==> src/rtl/nsc_pkg.sv <==
`default_nettype none

package nsc_pkg;

  localparam logic [7:0] CH_DOLLAR  = 8'h24;
  localparam logic [7:0] CH_STAR    = 8'h2A;
  localparam logic [7:0] CH_NEWLINE = 8'h0A;

  localparam logic [1:0] PH_START = 2'd0;
  localparam logic [1:0] PH_BODY  = 2'd1;
  localparam logic [1:0] PH_TAIL  = 2'd2;
  localparam logic [1:0] PH_BAD   = 2'd3;

  localparam int QUEUE_DEPTH = 2;

  typedef struct packed {
    logic [7:0] data_byte;
    logic       is_last;
  } in_item_t;

  typedef struct packed {
    logic       checksum_ok;
    logic [7:0] computed_xor;
    logic [7:0] line_length;
  } out_item_t;

  typedef struct packed {
    logic [7:0] data_byte;
    logic       is_newline;
    logic       is_dollar;
    logic       is_star;
    logic       is_last;
  } cls_item_t;

  function automatic logic [7:0] hex_digit(input logic [3:0] nib);
    logic [7:0] wide;
    wide = {4'h0, nib};
    if (nib < 4'd10) begin
      return 8'h30 + wide;
    end else begin
      return 8'h37 + wide;
    end
  endfunction

endpackage

`default_nettype wire

==> src/rtl/nsc_front.sv <==
`default_nettype none

module nsc_front (
  input  wire nsc_pkg::in_item_t  in_item,
  output nsc_pkg::cls_item_t      cls_item
);

  always_comb begin
    cls_item.data_byte  = in_item.data_byte;
    cls_item.is_newline = (in_item.data_byte == nsc_pkg::CH_NEWLINE);
    cls_item.is_dollar  = (in_item.data_byte == nsc_pkg::CH_DOLLAR);
    cls_item.is_star    = (in_item.data_byte == nsc_pkg::CH_STAR);
    cls_item.is_last    = in_item.is_last;
  end

endmodule

`default_nettype wire

==> src/rtl/nsc_queue.sv <==
`default_nettype none

module nsc_queue (
  input  wire                     clk,
  input  wire                     rst,
  input  wire                     wr_en,
  input  wire nsc_pkg::cls_item_t wr_item,
  output logic                    full,
  input  wire                     rd_en,
  output nsc_pkg::cls_item_t      rd_item,
  output logic                    empty
);

  localparam int PW = (nsc_pkg::QUEUE_DEPTH > 1) ? $clog2(nsc_pkg::QUEUE_DEPTH) : 1;
  localparam int CW = $clog2(nsc_pkg::QUEUE_DEPTH + 1);
  localparam logic [CW-1:0] DEPTH_C = CW'(nsc_pkg::QUEUE_DEPTH);
  localparam logic [PW-1:0] LAST_C  = PW'(nsc_pkg::QUEUE_DEPTH - 1);

  nsc_pkg::cls_item_t slots [nsc_pkg::QUEUE_DEPTH];
  logic [PW-1:0] wr_ptr;
  logic [PW-1:0] rd_ptr;
  logic [CW-1:0] count;

  logic do_wr;
  logic do_rd;

  assign full    = (count == DEPTH_C);
  assign empty   = (count == '0);
  assign do_wr   = wr_en && !full;
  assign do_rd   = rd_en && !empty;
  assign rd_item = slots[rd_ptr];

  always_ff @(posedge clk) begin
    if (do_wr) begin
      slots[wr_ptr] <= wr_item;
    end
  end

  always_ff @(posedge clk) begin
    if (rst) begin
      wr_ptr <= '0;
      rd_ptr <= '0;
      count  <= '0;
    end else begin
      if (do_wr) begin
        wr_ptr <= (wr_ptr == LAST_C) ? '0 : wr_ptr + 1'b1;
      end
      if (do_rd) begin
        rd_ptr <= (rd_ptr == LAST_C) ? '0 : rd_ptr + 1'b1;
      end
      if (do_wr && !do_rd) begin
        count <= count + 1'b1;
      end else if (do_rd && !do_wr) begin
        count <= count - 1'b1;
      end
    end
  end

  a_count_bound: assert property (@(posedge clk) disable iff (rst)
    count <= DEPTH_C)
    else $error("queue count beyond depth");

  a_full_no_grow: assert property (@(posedge clk) disable iff (rst)
    (full && !rd_en) |=> full && (wr_ptr == $past(wr_ptr)))
    else $error("queue written while full");

  a_ptr_gap: assert property (@(posedge clk) disable iff (rst)
    (count == '0 || count == DEPTH_C) |-> (wr_ptr == rd_ptr))
    else $error("queue pointers disagree with count");

endmodule

`default_nettype wire

==> src/rtl/nsc_back.sv <==
`default_nettype none

module nsc_back #(
  parameter int MAX_LINE = 254
) (
  input  wire                     clk,
  input  wire                     rst,
  input  wire nsc_pkg::cls_item_t cls_item,
  input  wire                     cls_empty,
  output logic                    cls_take,
  output nsc_pkg::out_item_t      result,
  output logic                    empty,
  input  wire                     pop
);

  localparam int BW = $clog2(MAX_LINE + 1);
  localparam logic [BW-1:0] MAX_C = BW'(MAX_LINE);

  logic [1:0]    line_phase;
  logic [7:0]    xor_accumulator;
  logic [1:0]    tail_count;
  logic          tail_match;
  logic [BW-1:0] byte_count;
  logic          line_rejected;
  logic          out_valid;

  logic [1:0]    line_phase_next;
  logic [7:0]    xor_accumulator_next;
  logic [1:0]    tail_count_next;
  logic          tail_match_next;
  logic [BW-1:0] byte_count_next;
  logic          line_rejected_next;
  logic          close_line;
  logic          emit;
  logic [7:0]    expect_byte;

  assign empty    = !out_valid;
  assign cls_take = !cls_empty && (!out_valid || pop);

  always_comb begin
    line_phase_next      = line_phase;
    xor_accumulator_next = xor_accumulator;
    tail_count_next      = tail_count;
    tail_match_next      = tail_match;
    byte_count_next      = byte_count;
    line_rejected_next   = line_rejected;
    expect_byte          = (tail_count == 2'd0) ? nsc_pkg::hex_digit(xor_accumulator[7:4])
                                                : nsc_pkg::hex_digit(xor_accumulator[3:0]);
    if (!cls_item.is_newline) begin
      if (byte_count < MAX_C) begin
        byte_count_next = byte_count + 1'b1;
      end else begin
        line_rejected_next = 1'b1;
      end
      case (line_phase)
        nsc_pkg::PH_START: begin
          line_phase_next = cls_item.is_dollar ? nsc_pkg::PH_BODY : nsc_pkg::PH_BAD;
        end
        nsc_pkg::PH_BODY: begin
          if (cls_item.is_star) begin
            line_phase_next = nsc_pkg::PH_TAIL;
          end else begin
            xor_accumulator_next = xor_accumulator ^ cls_item.data_byte;
          end
        end
        nsc_pkg::PH_TAIL: begin
          if (tail_count[1] || (cls_item.data_byte != expect_byte)) begin
            tail_match_next = 1'b0;
          end
          if (tail_count != 2'd3) begin
            tail_count_next = tail_count + 1'b1;
          end
        end
        default: begin
        end
      endcase
    end
    close_line = cls_item.is_newline || cls_item.is_last;
    emit = close_line && (line_phase_next == nsc_pkg::PH_TAIL) &&
           (tail_count_next == 2'd2) && !line_rejected_next;
  end

  always_ff @(posedge clk) begin
    if (cls_take && emit) begin
      result.checksum_ok  <= tail_match_next;
      result.computed_xor <= xor_accumulator_next;
      result.line_length  <= 8'(byte_count_next);
    end
  end

  always_ff @(posedge clk) begin
    if (rst) begin
      line_phase      <= nsc_pkg::PH_START;
      xor_accumulator <= '0;
      tail_count      <= '0;
      tail_match      <= 1'b1;
      byte_count      <= '0;
      line_rejected   <= 1'b0;
      out_valid       <= 1'b0;
    end else begin
      if (cls_take) begin
        if (close_line) begin
          line_phase      <= nsc_pkg::PH_START;
          xor_accumulator <= '0;
          tail_count      <= '0;
          tail_match      <= 1'b1;
          byte_count      <= '0;
          line_rejected   <= 1'b0;
        end else begin
          line_phase      <= line_phase_next;
          xor_accumulator <= xor_accumulator_next;
          tail_count      <= tail_count_next;
          tail_match      <= tail_match_next;
          byte_count      <= byte_count_next;
          line_rejected   <= line_rejected_next;
        end
      end
      if (cls_take && emit) begin
        out_valid <= 1'b1;
      end else if (pop) begin
        out_valid <= 1'b0;
      end
    end
  end

  a_reject_at_cap: assert property (@(posedge clk) disable iff (rst)
    line_rejected |-> (byte_count == MAX_C))
    else $error("line rejected below the length cap");

  a_start_clean: assert property (@(posedge clk) disable iff (rst)
    (line_phase == nsc_pkg::PH_START) |-> (byte_count == '0) && (xor_accumulator == '0))
    else $error("line state not cleared at line start");

  a_tail_phase: assert property (@(posedge clk) disable iff (rst)
    (tail_count != 2'd0) |-> (line_phase == nsc_pkg::PH_TAIL))
    else $error("tail bytes counted outside the tail");

  a_no_overwrite: assert property (@(posedge clk) disable iff (rst)
    (out_valid && !pop) |-> !cls_take)
    else $error("queue drained while result is held");

endmodule

`default_nettype wire

==> src/rtl/nmea_sentence_checksum_check.sv <==
`default_nettype none
// Channel   Handshake          Payload
// input     push / full        in_item  (data_byte, is_last)
// result    empty / pop        result   (checksum_ok, computed_xor, line_length)
//
// One byte is taken per cycle while full is low; back-end line state updates once per byte.
// A result is registered when the back end takes the byte closing a qualifying line.
// A two-entry queue sits between byte classification and line state; the result
// register frees in the cycle it is popped, so the back end keeps moving.
// Reset (rst, synchronous) empties the queue and clears the line state.
module nmea_sentence_checksum_check #(
  parameter int MAX_LINE = 254
) (
  input  wire                     clk,
  input  wire                     rst,
  input  wire                     push,
  output logic                    full,
  input  wire nsc_pkg::in_item_t  in_item,
  output logic                    empty,
  input  wire                     pop,
  output nsc_pkg::out_item_t      result
);

  nsc_pkg::cls_item_t cls_in;
  nsc_pkg::cls_item_t cls_out;
  logic               q_empty;
  logic               q_take;

  nsc_front u_front (
    .in_item  (in_item),
    .cls_item (cls_in)
  );

  nsc_queue u_queue (
    .clk     (clk),
    .rst     (rst),
    .wr_en   (push),
    .wr_item (cls_in),
    .full    (full),
    .rd_en   (q_take),
    .rd_item (cls_out),
    .empty   (q_empty)
  );

  nsc_back #(
    .MAX_LINE (MAX_LINE)
  ) u_back (
    .clk       (clk),
    .rst       (rst),
    .cls_item  (cls_out),
    .cls_empty (q_empty),
    .cls_take  (q_take),
    .result    (result),
    .empty     (empty),
    .pop       (pop)
  );

endmodule

`default_nettype wire

==> config.mk <==
export PLATFORM = sky130hd
export DESIGN_NAME = nmea_sentence_checksum_check
export DESIGN_NICKNAME = d
export VERILOG_FILES = /design/src/rtl/nsc_pkg.sv /design/src/rtl/nsc_front.sv /design/src/rtl/nsc_queue.sv /design/src/rtl/nsc_back.sv /design/src/rtl/nmea_sentence_checksum_check.sv
export SDC_FILE = /design/constraint.sdc
export NUM_CORES = 1
export LEC_CHECK = 0
export ABC_AREA = 1
export BUFFER_PORTS_ARGS = -buffer_cell sky130_fd_sc_hd__buf_4
export CAP_MARGIN = 20
export CORE_ASPECT_RATIO = 0.5
export CORE_MARGIN = 10
export CORE_UTILIZATION = 50
export CTS_BUF_LIST = sky130_fd_sc_hd__clkbuf_16
export CTS_CLUSTER_SIZE = 8
export DETAILED_ROUTE_END_ITERATION = 10
export GPL_ROUTABILITY_DRIVEN = 0
export HOLD_SLACK_MARGIN = 0.1
export PLACE_DENSITY = 0.69
export SKIP_CTS_REPAIR_TIMING = 1
export SLEW_MARGIN = 20
export SYNTH_ARGS = -nofsm -noshare
export SYNTH_HDL_FRONTEND = slang
export SYNTH_HIERARCHICAL = 1
export SYNTH_SLANG_ARGS = --single-unit
==> constraint.sdc <==
create_clock -name clk -period 6.3 [get_ports clk]
set_input_delay 0.63 -clock clk [delete_from_list [all_inputs] [get_ports clk]]
set_output_delay 0.63 -clock clk [all_outputs]
set_load 0.02 [all_outputs]
# [Word level (Yosys, flattened, before mapping)]
# Memories as Yosys holds them, arrays and structs flattened. A register that Yosys moved wholly into a read port is not among the register bits.
# Index checks and enable logic that the tools add are counted.
[op_classes] add_sub_neg=10 order_cmp=3 n_eq_ne=10 muxes=36 bitwise_logic=1 reduce_logical=23
[op_table] op="$mux 8" count=10
[op_table] op="$add 6x4->7 const A" count=4
[op_table] op="$mux 2" count=10
[op_table] op="$eq 8x6->1 const B" count=2
[op_table] op="$mux 1" count=15
[op_table] op="$logic_and 1x1->1" count=9
[op_table] op="$add 8x1->8 const B" count=1
[op_table] op="$eq 2x2->1 const B" count=4
[op_table] op="$eq 8x4->1 const B" count=1
[op_table] op="$lt 4x4->1 const B" count=2
[op_table] op="$lt 8x8->1 const B" count=1
[op_table] op="$ne 8x8->1" count=1
[op_table] op="$xor 8x8->8" count=1
[op_table] op="$logic_not 1->1" count=6
[op_table] op="$logic_not 2->1" count=3
[op_table] op="$add 2x1->2 const B" count=2
[op_table] op="$pmux 2 s2" count=1
[op_table] op="$reduce_bool 2->1" count=2
[op_table] op="$logic_or 1x1->1" count=3
[op_table] op="$add 1x1->1 const B" count=2
[op_table] op="$eq 2x1->1 const B" count=1
[op_table] op="$ne 2x2->1 const B" count=1
[op_table] op="$sub 2x1->2 const B" count=1
[totals] regBits=44 ramBits=24 inputBits=13 out_inout_bits=19 elab_cells=97 memories=1
[mem_list] memory="u_queue.slots" words=2 word_bits=12 rd=1 rd_clocked_by_memory_dff=1 wr=1 line_no="nsc_queue.sv:19" source="nsc_pkg::cls_item_t slots [nsc_pkg::QUEUE_DEPTH];"

# [Depth between registers and ports, before layout]
# Gate-level depths: netlist of run 1.
[logic_depth] word_depth=9 mapped_depth=15 ltp_nobuf=15

# [By module]
# The synthesis of run 1 kept the hierarchy.
[by_module_without_submodules] module="nsc_back" n_inst=1 cells_per_inst=292 area_per_inst_um2=2219.6 seq_area_each_um2=970.9
[by_module_without_submodules] module="nsc_queue" n_inst=1 cells_per_inst=74 area_per_inst_um2=1116.1 seq_area_each_um2=820.8
[by_module_without_submodules] module="nsc_front" n_inst=1 cells_per_inst=26 area_per_inst_um2=133.9 seq_area_each_um2=0.0

# [Worst setup path after synthesis of run 1]
# OpenSTA, ideal clock, no wires.
[synth_path] kind="register to register" startpoint="register (tool-made name)" endpoint="register u_back/result[0] (netlist name)" setup_ns=0.369 arrival_ns=1.760 t_required_ns=5.931 setup_slack_ns=4.171 stages_incl_launch_ff=10 n_path_buf=0 synth_period_minus_slack_ns=2.129 path_cell_list="dfxtp_1 mux2_2 clkinv_2 nand3_2 inv_2 a21oi_1 or2_0 nor2_1 nand4_1 inv_1"

==> results of run 1 <==
-- registers in the layout, summed over array words and instances, names as in the netlist, named ones only --
name,cells
u_back/tail_count,2
u_back/result,17
u_queue/slots,24
u_back/line_phase,2
u_back/line_rejected,1
u_back/byte_count,8
u_queue/count,2
u_queue/rd_ptr,1
u_back/tail_match,1
u_back/out_valid,1
u_queue/wr_ptr,1
u_back/xor_accumulator,8
-- layout by cell type, fill, tap and decap left out, types with 3 or more instances in the layout --
master                      Yosys  routed
sky130_fd_sc_hd__nand3_2        3       3
sky130_fd_sc_hd__nand2_2        5       5
sky130_fd_sc_hd__o21ai_0        8       8
sky130_fd_sc_hd__clkinv_2       1       3
sky130_fd_sc_hd__nand2_1       96      96
sky130_fd_sc_hd__nand3b_1       3       3
sky130_fd_sc_hd__dfxtp_1       28      28
sky130_fd_sc_hd__inv_2          9       9
sky130_fd_sc_hd__clkbuf_16      0      10
sky130_fd_sc_hd__nor2_2         3       3
sky130_fd_sc_hd__mux2_2        12      12
sky130_fd_sc_hd__ha_1           4       4
sky130_fd_sc_hd__nand4_1        4       4
sky130_fd_sc_hd__clkinv_1       1       3
sky130_fd_sc_hd__buf_4         13      31
sky130_fd_sc_hd__inv_1         39      40
sky130_fd_sc_hd__edfxtp_1      41      41
sky130_fd_sc_hd__a21oi_1       24      24
sky130_fd_sc_hd__nand3_1       24      24
sky130_fd_sc_hd__xor2_1         9       9
sky130_fd_sc_hd__nor2_1        42      42
-- kinds of logic (layout without fill, tap and decap cells) --
group           count (synthesis)  after routing  share of synthesized area, %
buf+inv                        67             97                          8.73
simple gates                  190            190                          25.1
mux                            12             12                          3.89
compound gates                 40             40                          6.71
fa+ha+maj                       4              4                          1.44
xor+xnor                       10             10                          2.52
flops                          69             69                          51.6
-- area by class of cell --
type | instances | area, um2
Inverter | 50 | 189
Clock buffer | 10 | 250
Tap cell | 92 | 115
Fill cell | 566 | 2700
Clock inverter | 6 | 51.3
Multi-Input combinational cell | 256 | 1380
Sequential cell | 69 | 1790
Timing Repair Buffer | 31 | 233
-- stage by stage --
step,std cells,cell area [um2],power [mW],hold WS (ns),util (%)
2_1_floorplan,392,3470,0.813,0.437,-
3_3_place_gp,498,3700,0.862,0.454,55.3
3_5_place_dp,498,3700,0.876,0.470,55.3
4_1_cts,514,4010,1.38,0.481,59.8
5_1_grt,514,4010,1.44,0.483,59.8
6_report,514,4010,1.37,0.476,59.8
-- power by group through the flow --
stage	Clock, mW	Combinational (mW)	Sequential [mW]
global placement	0	0.300	0.562
global route	0.525	0.354	0.560
floorplan	0	0.263	0.550
CTS	0.505	0.317	0.554
finish	0.498	0.317	0.554
detailed placement	0	0.313	0.563
-- critical path: stages (launching register included) --
cell and delay, ns:
sky130_fd_sc_hd__dfxtp_1 0.62, sky130_fd_sc_hd__mux2_2 0.44, sky130_fd_sc_hd__clkinv_2 0.14, sky130_fd_sc_hd__nand3_2 0.10, sky130_fd_sc_hd__inv_2 0.08, sky130_fd_sc_hd__a21oi_1 0.07
sky130_fd_sc_hd__or2_0 0.20, sky130_fd_sc_hd__nor2_1 0.11, sky130_fd_sc_hd__nand4_1 0.14, sky130_fd_sc_hd__inv_1 0.51
-- per-layer routing --
metal	routed length (um)	share of wire (%)
met3	494	7.2
met1	3280	48
met5	0	0
met4	76	1.1
met2	3020	44
-- path summary, 6_finish.rpt --
check	from	endpoint	slack (ns)	cells past startpoint
max	flop	u_back/result[15]	3.51	9
min	u_back/tail_match	u_back/tail_match	0.48	2
max reg2reg	flop	u_back/result[15]	3.51	9
min reg2reg	u_back/tail_match	u_back/tail_match	0.48	2
==> out/summary.txt, run 1 <==
GRT
-------------------------------------------------------------------------------------------------
Global routing usage summed across all routing layers                                       13.2%
Met2 Resource Use GR                                                                        19.4%
Met3 Track Usage GR                                                                         3.96%
Peak-usage layer in the global routing report                                                met2
Initial antenna violation count                                                                 0
Vias in the first global route                                                               2438
Residual overflow from global routing                                                           0
Met1 capacity usage during global routing                                                   17.5%
Maximum number of pins on one net before global-route repair                                   22
Global-route wire length before repair                                                   11500 um

CLOCK NETWORK
-------------------------------------------------------------------------------------------------
Worst skew pair latency                                                                   0.32 ns
Total CTS buffers                                                                               9
H-tree lvl count                                                                                3
CTS Buffer Depth                                                                                2
TritonCTS clock tree                                                                         done
Clk slew on worst S/H paths                                                               0.05 ns
Clock net sink count                                                                           69
Clock tree root buffer cell                                                          sky130_fd_sc_hd__clkbuf_16

WORST SETUP PATH
-------------------------------------------------------------------------------------------------
Largest fanout on the critical path                                                            17
Launching element type of the critical path                                                  flop
Worst Path Arrival                                                                        2.74 ns
Critical path start-end classification                                                    reg2reg
Critical Path RT                                                                          6.26 ns
Critical path capture point type                                                             flop

TIMING
-------------------------------------------------------------------------------------------------
Headroom to the max-slew limit                                                              33.6%
RSZ-0062 raised after global routing                                                        false
Transition time at the pin with the least slew margin                                    0.992 ns
Max Clock Freq                                                                            359 MHz
Min Tclk post-route                                                                       2.79 ns
Final worst-path cycle share                                                                44.2%
Setup violators final                                                                           0
Hold Violations, Final                                                                          0
Setup TNS after final layout                                                                 0 ns
Post-route setup slack                                                                    3.51 ns
Final worst clock skew                                                                 0.00431 ns
Final number of max-transition violations                                                       0

SYNTHESIS
-------------------------------------------------------------------------------------------------
Cell types occupying the most area after synthesis                                   sky130_fd_sc_hd__edfxtp_1 35%, sky130_fd_sc_hd__dfxtp_1 16%, sky130_fd_sc_hd__nand2_1 10%, sky130_fd_sc_hd__nor2_1 4.5%, sky130_fd_sc_hd__inv_1 4.2%
Proportion of register bits with asynchronous set or reset after synthesis                     0%
Most common cell in the synthesized netlist                                          sky130_fd_sc_hd__nand2_1
Post-synthesis cell type with the largest combined area                              sky130_fd_sc_hd__edfxtp_1
Yosys reg bits                                                                                 69
Post-synthesis cell count                                                                     392
Synth Cell Area                                                                          3470 um2
Avg Cell Area, Syn                                                                       8.85 um2
Number of distinct library cell variants in the gate-level netlist after synthesis             37
Share of the synthesized area in the top cell type                                          35.5%
Sequential element share of the synthesized area                                            51.6%
Leading register cell type out of synthesis                                          sky130_fd_sc_hd__edfxtp_1
Synth Net Count                                                                               409
Number of warnings reported in the yosys synthesis log                                          6
Leading post-synthesis cells by instance count                                       96 x sky130_fd_sc_hd__nand2_1, 42 x sky130_fd_sc_hd__nor2_1, 41 x sky130_fd_sc_hd__edfxtp_1
Number of enable flip-flop cells after synthesis                                               41

PLACED DESIGN
-------------------------------------------------------------------------------------------------
Setup slack after placement                                                               3.52 ns
Count of buffers inserted at the top-level ports                                               31
Placed wire-length estimate                                                               5070 um

ROUTE
-------------------------------------------------------------------------------------------------
Via-per-instance ratio                                                                       5.10
Wirelength per Cell                                                                       13.4 um
Aggregate routed wire length                                                              6870 um
Via count                                                                                    2621
Residual DRC count                                                                              0
Iteration-0 DRC Markers                                                                       262
Antenna-violating nets left                                                                     0
Number of search-and-repair iterations in the first detailed-routing pass                       5

WORST HOLD PATH
-------------------------------------------------------------------------------------------------
Min-delay worst type                                                                      reg2reg

FLOORPLAN
-------------------------------------------------------------------------------------------------
Overall die area                                                                        10900 um2
Effective utilization at floorplan                                                          51.8%
Core Footprint                                                                           6700 um2
Horizontal die dimension                                                                   138 um
Top-Level Pins                                                                                 32
Chip height                                                                               78.9 um
Site Rows                                                                                      21

FINISH
-------------------------------------------------------------------------------------------------
Final #Nets                                                                                   434
Layout cell share with drive strength beyond 1                                              21.1%
Number of antenna repair diodes                                                                 0
Layout area overhead                                                                        15.4%

POWER AND IR DROP
-------------------------------------------------------------------------------------------------
Cell Int Power                                                                           0.956 mW
Clock network power share                                                                   36.4%
Worst IR Drop VDD                                                                        0.143 mV
Sequential Power Share                                                                      40.5%
Standby leakage power                                                                     1.60 nW
Power density relative to cell area                                                    342 nW/um2
Sw frac                                                                                     30.2%
Relative contribution of combinational cells to total power                                 23.2%
Net Switching                                                                            0.413 mW

OUTCOME
-------------------------------------------------------------------------------------------------
Outcome                                                                              finished clean

RUN
-------------------------------------------------------------------------------------------------
Total of max-cap violations                                                                     0

Note: power is estimated with default switching activity, not from simulation.
==> inputs of run 2 (changes only) <==
--- a/config.mk
+++ b/config.mk
@@ -16,7 +16,7 @@
 export DETAILED_ROUTE_END_ITERATION = 10
 export GPL_ROUTABILITY_DRIVEN = 0
 export HOLD_SLACK_MARGIN = 0.1
-export PLACE_DENSITY = 0.69
+export PLACE_DENSITY = 0.72
 export SKIP_CTS_REPAIR_TIMING = 1
 export SLEW_MARGIN = 20
 export SYNTH_ARGS = -nofsm -noshare
==> constraint.sdc (replaced) <==
create_clock -name clk -period 2.25 [get_ports clk]
set_input_delay 0.225 -clock clk [delete_from_list [all_inputs] [get_ports clk]]
set_output_delay 0.225 -clock clk [all_outputs]
set_load 0.02 [all_outputs]
==> out/summary.txt, run 2 (synthesis results as in run 1) <==
OUTCOME
----------------------------------------------------------------------------------------
Outcome                                                                     finished clean   unchanged

PLACED DESIGN
----------------------------------------------------------------------------------------
Count of buffers inserted at the top-level ports                                      31   unchanged
Setup slack after placement                                                     0.165 ns   was 3.52 ns
Post-placement cell count                                                            503   was 498
Post-detailed-placement cell area                                               3750 um2   was 3700 um2
Placed wire-length estimate                                                      4940 um   was 5070 um

FLOORPLAN
----------------------------------------------------------------------------------------
Overall die area                                                               10900 um2   unchanged
Top-Level Pins                                                                        32   unchanged
Effective utilization at floorplan                                                 51.8%   unchanged
Chip height                                                                      78.9 um   unchanged
Horizontal die dimension                                                          138 um   unchanged
Site Rows                                                                             21   unchanged
Core Footprint                                                                  6700 um2   unchanged

FINISH
----------------------------------------------------------------------------------------
Flip-flop count of the largest register after layout                                  24   unchanged
Most common cell after layout, fill and taps aside                          sky130_fd_sc_hd__nand2_1   unchanged
Final core utilization                                                             61.0%   was 59.8%
Final Non-Filler Cells                                                               523   was 514
Number of antenna repair diodes                                                        0   unchanged
Commonest cells after routing, fill and taps aside                          96 x sky130_fd_sc_hd__nand2_1, 42 x sky130_fd_sc_hd__nor2_1, 41 x sky130_fd_sc_hd__edfxtp_1   unchanged
Register with the most flip-flops                                           u_queue/slots   unchanged
Final #Nets                                                                          443   was 434
Layout cell share with drive strength beyond 1                                     22.5%   was 21.1%
Layout area overhead                                                               17.8%   was 15.4%
Post-route design area                                                          4090 um2   was 4010 um2
Leading registers by flop count                                             u_queue/slots: 24 flops, u_back/result: 17 flops   unchanged

TIMING
----------------------------------------------------------------------------------------
Final worst-path cycle share                                                       92.8%   was 44.2%
Setup TNS after final layout                                                        0 ns   unchanged
Min Tclk post-route                                                              2.09 ns   was 2.79 ns
Max Clock Freq                                                                   479 MHz   was 359 MHz
Headroom to the max-slew limit                                                     67.2%   was 33.6%
Transition time at the pin with the least slew margin                           0.491 ns   was 0.992 ns
Final number of max-transition violations                                              0   unchanged
Setup violators final                                                                  0   unchanged
Hold Violations, Final                                                                 0   unchanged
Final worst clock skew                                                        0.00672 ns   was 0.00431 ns
Post-route setup slack                                                          0.161 ns   was 3.51 ns

POWER AND IR DROP
----------------------------------------------------------------------------------------
Relative contribution of combinational cells to total power                        25.1%   was 23.2%
Worst IR Drop VDD                                                               0.525 mV   was 0.143 mV
Sw frac                                                                            31.0%   was 30.2%
Clock network power share                                                          35.2%   was 36.4%
Sequential Power Share                                                             39.8%   was 40.5%
Net Switching                                                                    1.19 mW   was 0.413 mW
Cell Int Power                                                                   2.65 mW   was 0.956 mW
Standby leakage power                                                            1.63 nW   was 1.60 nW
Power density relative to cell area                                           939 nW/um2   was 342 nW/um2

CLOCK NETWORK
----------------------------------------------------------------------------------------
Total CTS buffers                                                                      9   unchanged
H-tree lvl count                                                                       3   unchanged
TritonCTS clock tree                                                                done   unchanged
Clock net sink count                                                                  69   unchanged
Clk slew on worst S/H paths                                                      0.05 ns   about the same
Worst skew pair latency                                                          0.33 ns   was 0.32 ns
CTS Buffer Depth                                                                       2   unchanged
Clock tree root buffer cell                                                 sky130_fd_sc_hd__clkbuf_16   unchanged

ROUTE
----------------------------------------------------------------------------------------
Number of search-and-repair iterations in the first detailed-routing pass              5   unchanged
Antenna-violating nets left                                                            0   unchanged
Residual DRC count                                                                     0   unchanged
Via-per-instance ratio                                                              5.00   was 5.10
Aggregate routed wire length                                                     6930 um   was 6870 um
Via count                                                                           2616   was 2621
Iteration-0 DRC Markers                                                              158   was 262
Wirelength per Cell                                                              13.3 um   was 13.4 um

WORST SETUP PATH
----------------------------------------------------------------------------------------
Launching element type of the critical path                                         flop   unchanged
Critical path start-end classification                                           reg2reg   unchanged
Critical path capture point type                                                    flop   unchanged
Critical Path RT                                                                 2.28 ns   was 6.26 ns
Worst Path Arrival                                                               2.12 ns   was 2.74 ns
Largest fanout on the critical path                                                   17   unchanged

GRT
----------------------------------------------------------------------------------------
Residual overflow from global routing                                                  0   unchanged
Initial antenna violation count                                                        0   unchanged
Global routing usage summed across all routing layers                              13.2%   about the same
Maximum number of pins on one net before global-route repair                          22   unchanged
Global-route wire length before repair                                          11500 um   about the same
Vias in the first global route                                                      2382   was 2438

WORST HOLD PATH
----------------------------------------------------------------------------------------
Min-delay worst type                                                              in2reg   was reg2reg

RUN
----------------------------------------------------------------------------------------
Total of max-cap violations                                                            0   unchanged

-- run 2: changes by cell type in the layout (fill, tap and decap cells not counted), sizes merged --
cell         change
clkbuf           -1
clkinv           -2
dlygate4sd3      +4
buf              +5
clkinvlp         +3
-- run 2: worst max-delay path, cell delays in order, from the launching register on --
cell	delay (ns)
sky130_fd_sc_hd__dfxtp_1	0.33
sky130_fd_sc_hd__mux2_2	0.39
sky130_fd_sc_hd__inv_4	0.12
sky130_fd_sc_hd__nand3_2	0.09
sky130_fd_sc_hd__inv_2	0.08
sky130_fd_sc_hd__a21oi_1	0.07
sky130_fd_sc_hd__or2_0	0.21
sky130_fd_sc_hd__nor2_1	0.10
sky130_fd_sc_hd__nand4_1	0.15
sky130_fd_sc_hd__inv_2	0.11
sky130_fd_sc_hd__buf_12	0.15
-- run 2: per-stage QoR --
step,power (mW),hold WS (ns)
global route,4.06,0.102
detailed placement,2.50,0.416
global placement,2.47,0.412
floorplan,2.28,0.397
finish,3.84,0.105
CTS,3.86,0.0725
-- run 2: path summary, 6_finish.rpt --
| check | startpoint | to | slack, ns | cells after the start |
|---|---|---|---|---|
| worst max-delay path | flop | u_back/result[9] | 0.16 | 10 |
| worst min-delay path | in_item[3] | u_queue/slots[1][6] | 0.11 | 1 |
| worst max register to register | flop | u_back/result[9] | 0.16 | 10 |
| worst min register to register | u_back/xor_accumulator[0] | u_back/xor_accumulator[0] | 0.48 | 2 |
-- run 2: power by group through the flow --
stage          sequential [mW]  clock (mW)  combinational [mW]
2_1_floorplan             1.54           0               0.737
3_5_place_dp              1.55           0               0.944
5_1_grt                   1.54        1.44                1.08
3_3_place_gp              1.55           0               0.925
4_1_cts                   1.53        1.38               0.954
6_report                  1.53        1.35               0.962
-- run 2: cell type report --
type                    instances  area (um2)
clock inverters                 7        66.3
inverters                      50         190
well taps                      92         115
multi-input cells             256        1380
fillers                       557        2610
flip-flops and latches         69        1790
clock buffers                   9         225
repair buffers                 40         323
-- run 2: routing by layer --
metal / wire [um] / global-route usage, %
met1: 3260 / 17.9
met2: 3020 / 20.0
met3: 547 / 3.64
met4: 101 / 4.45
met5: 0 / 0
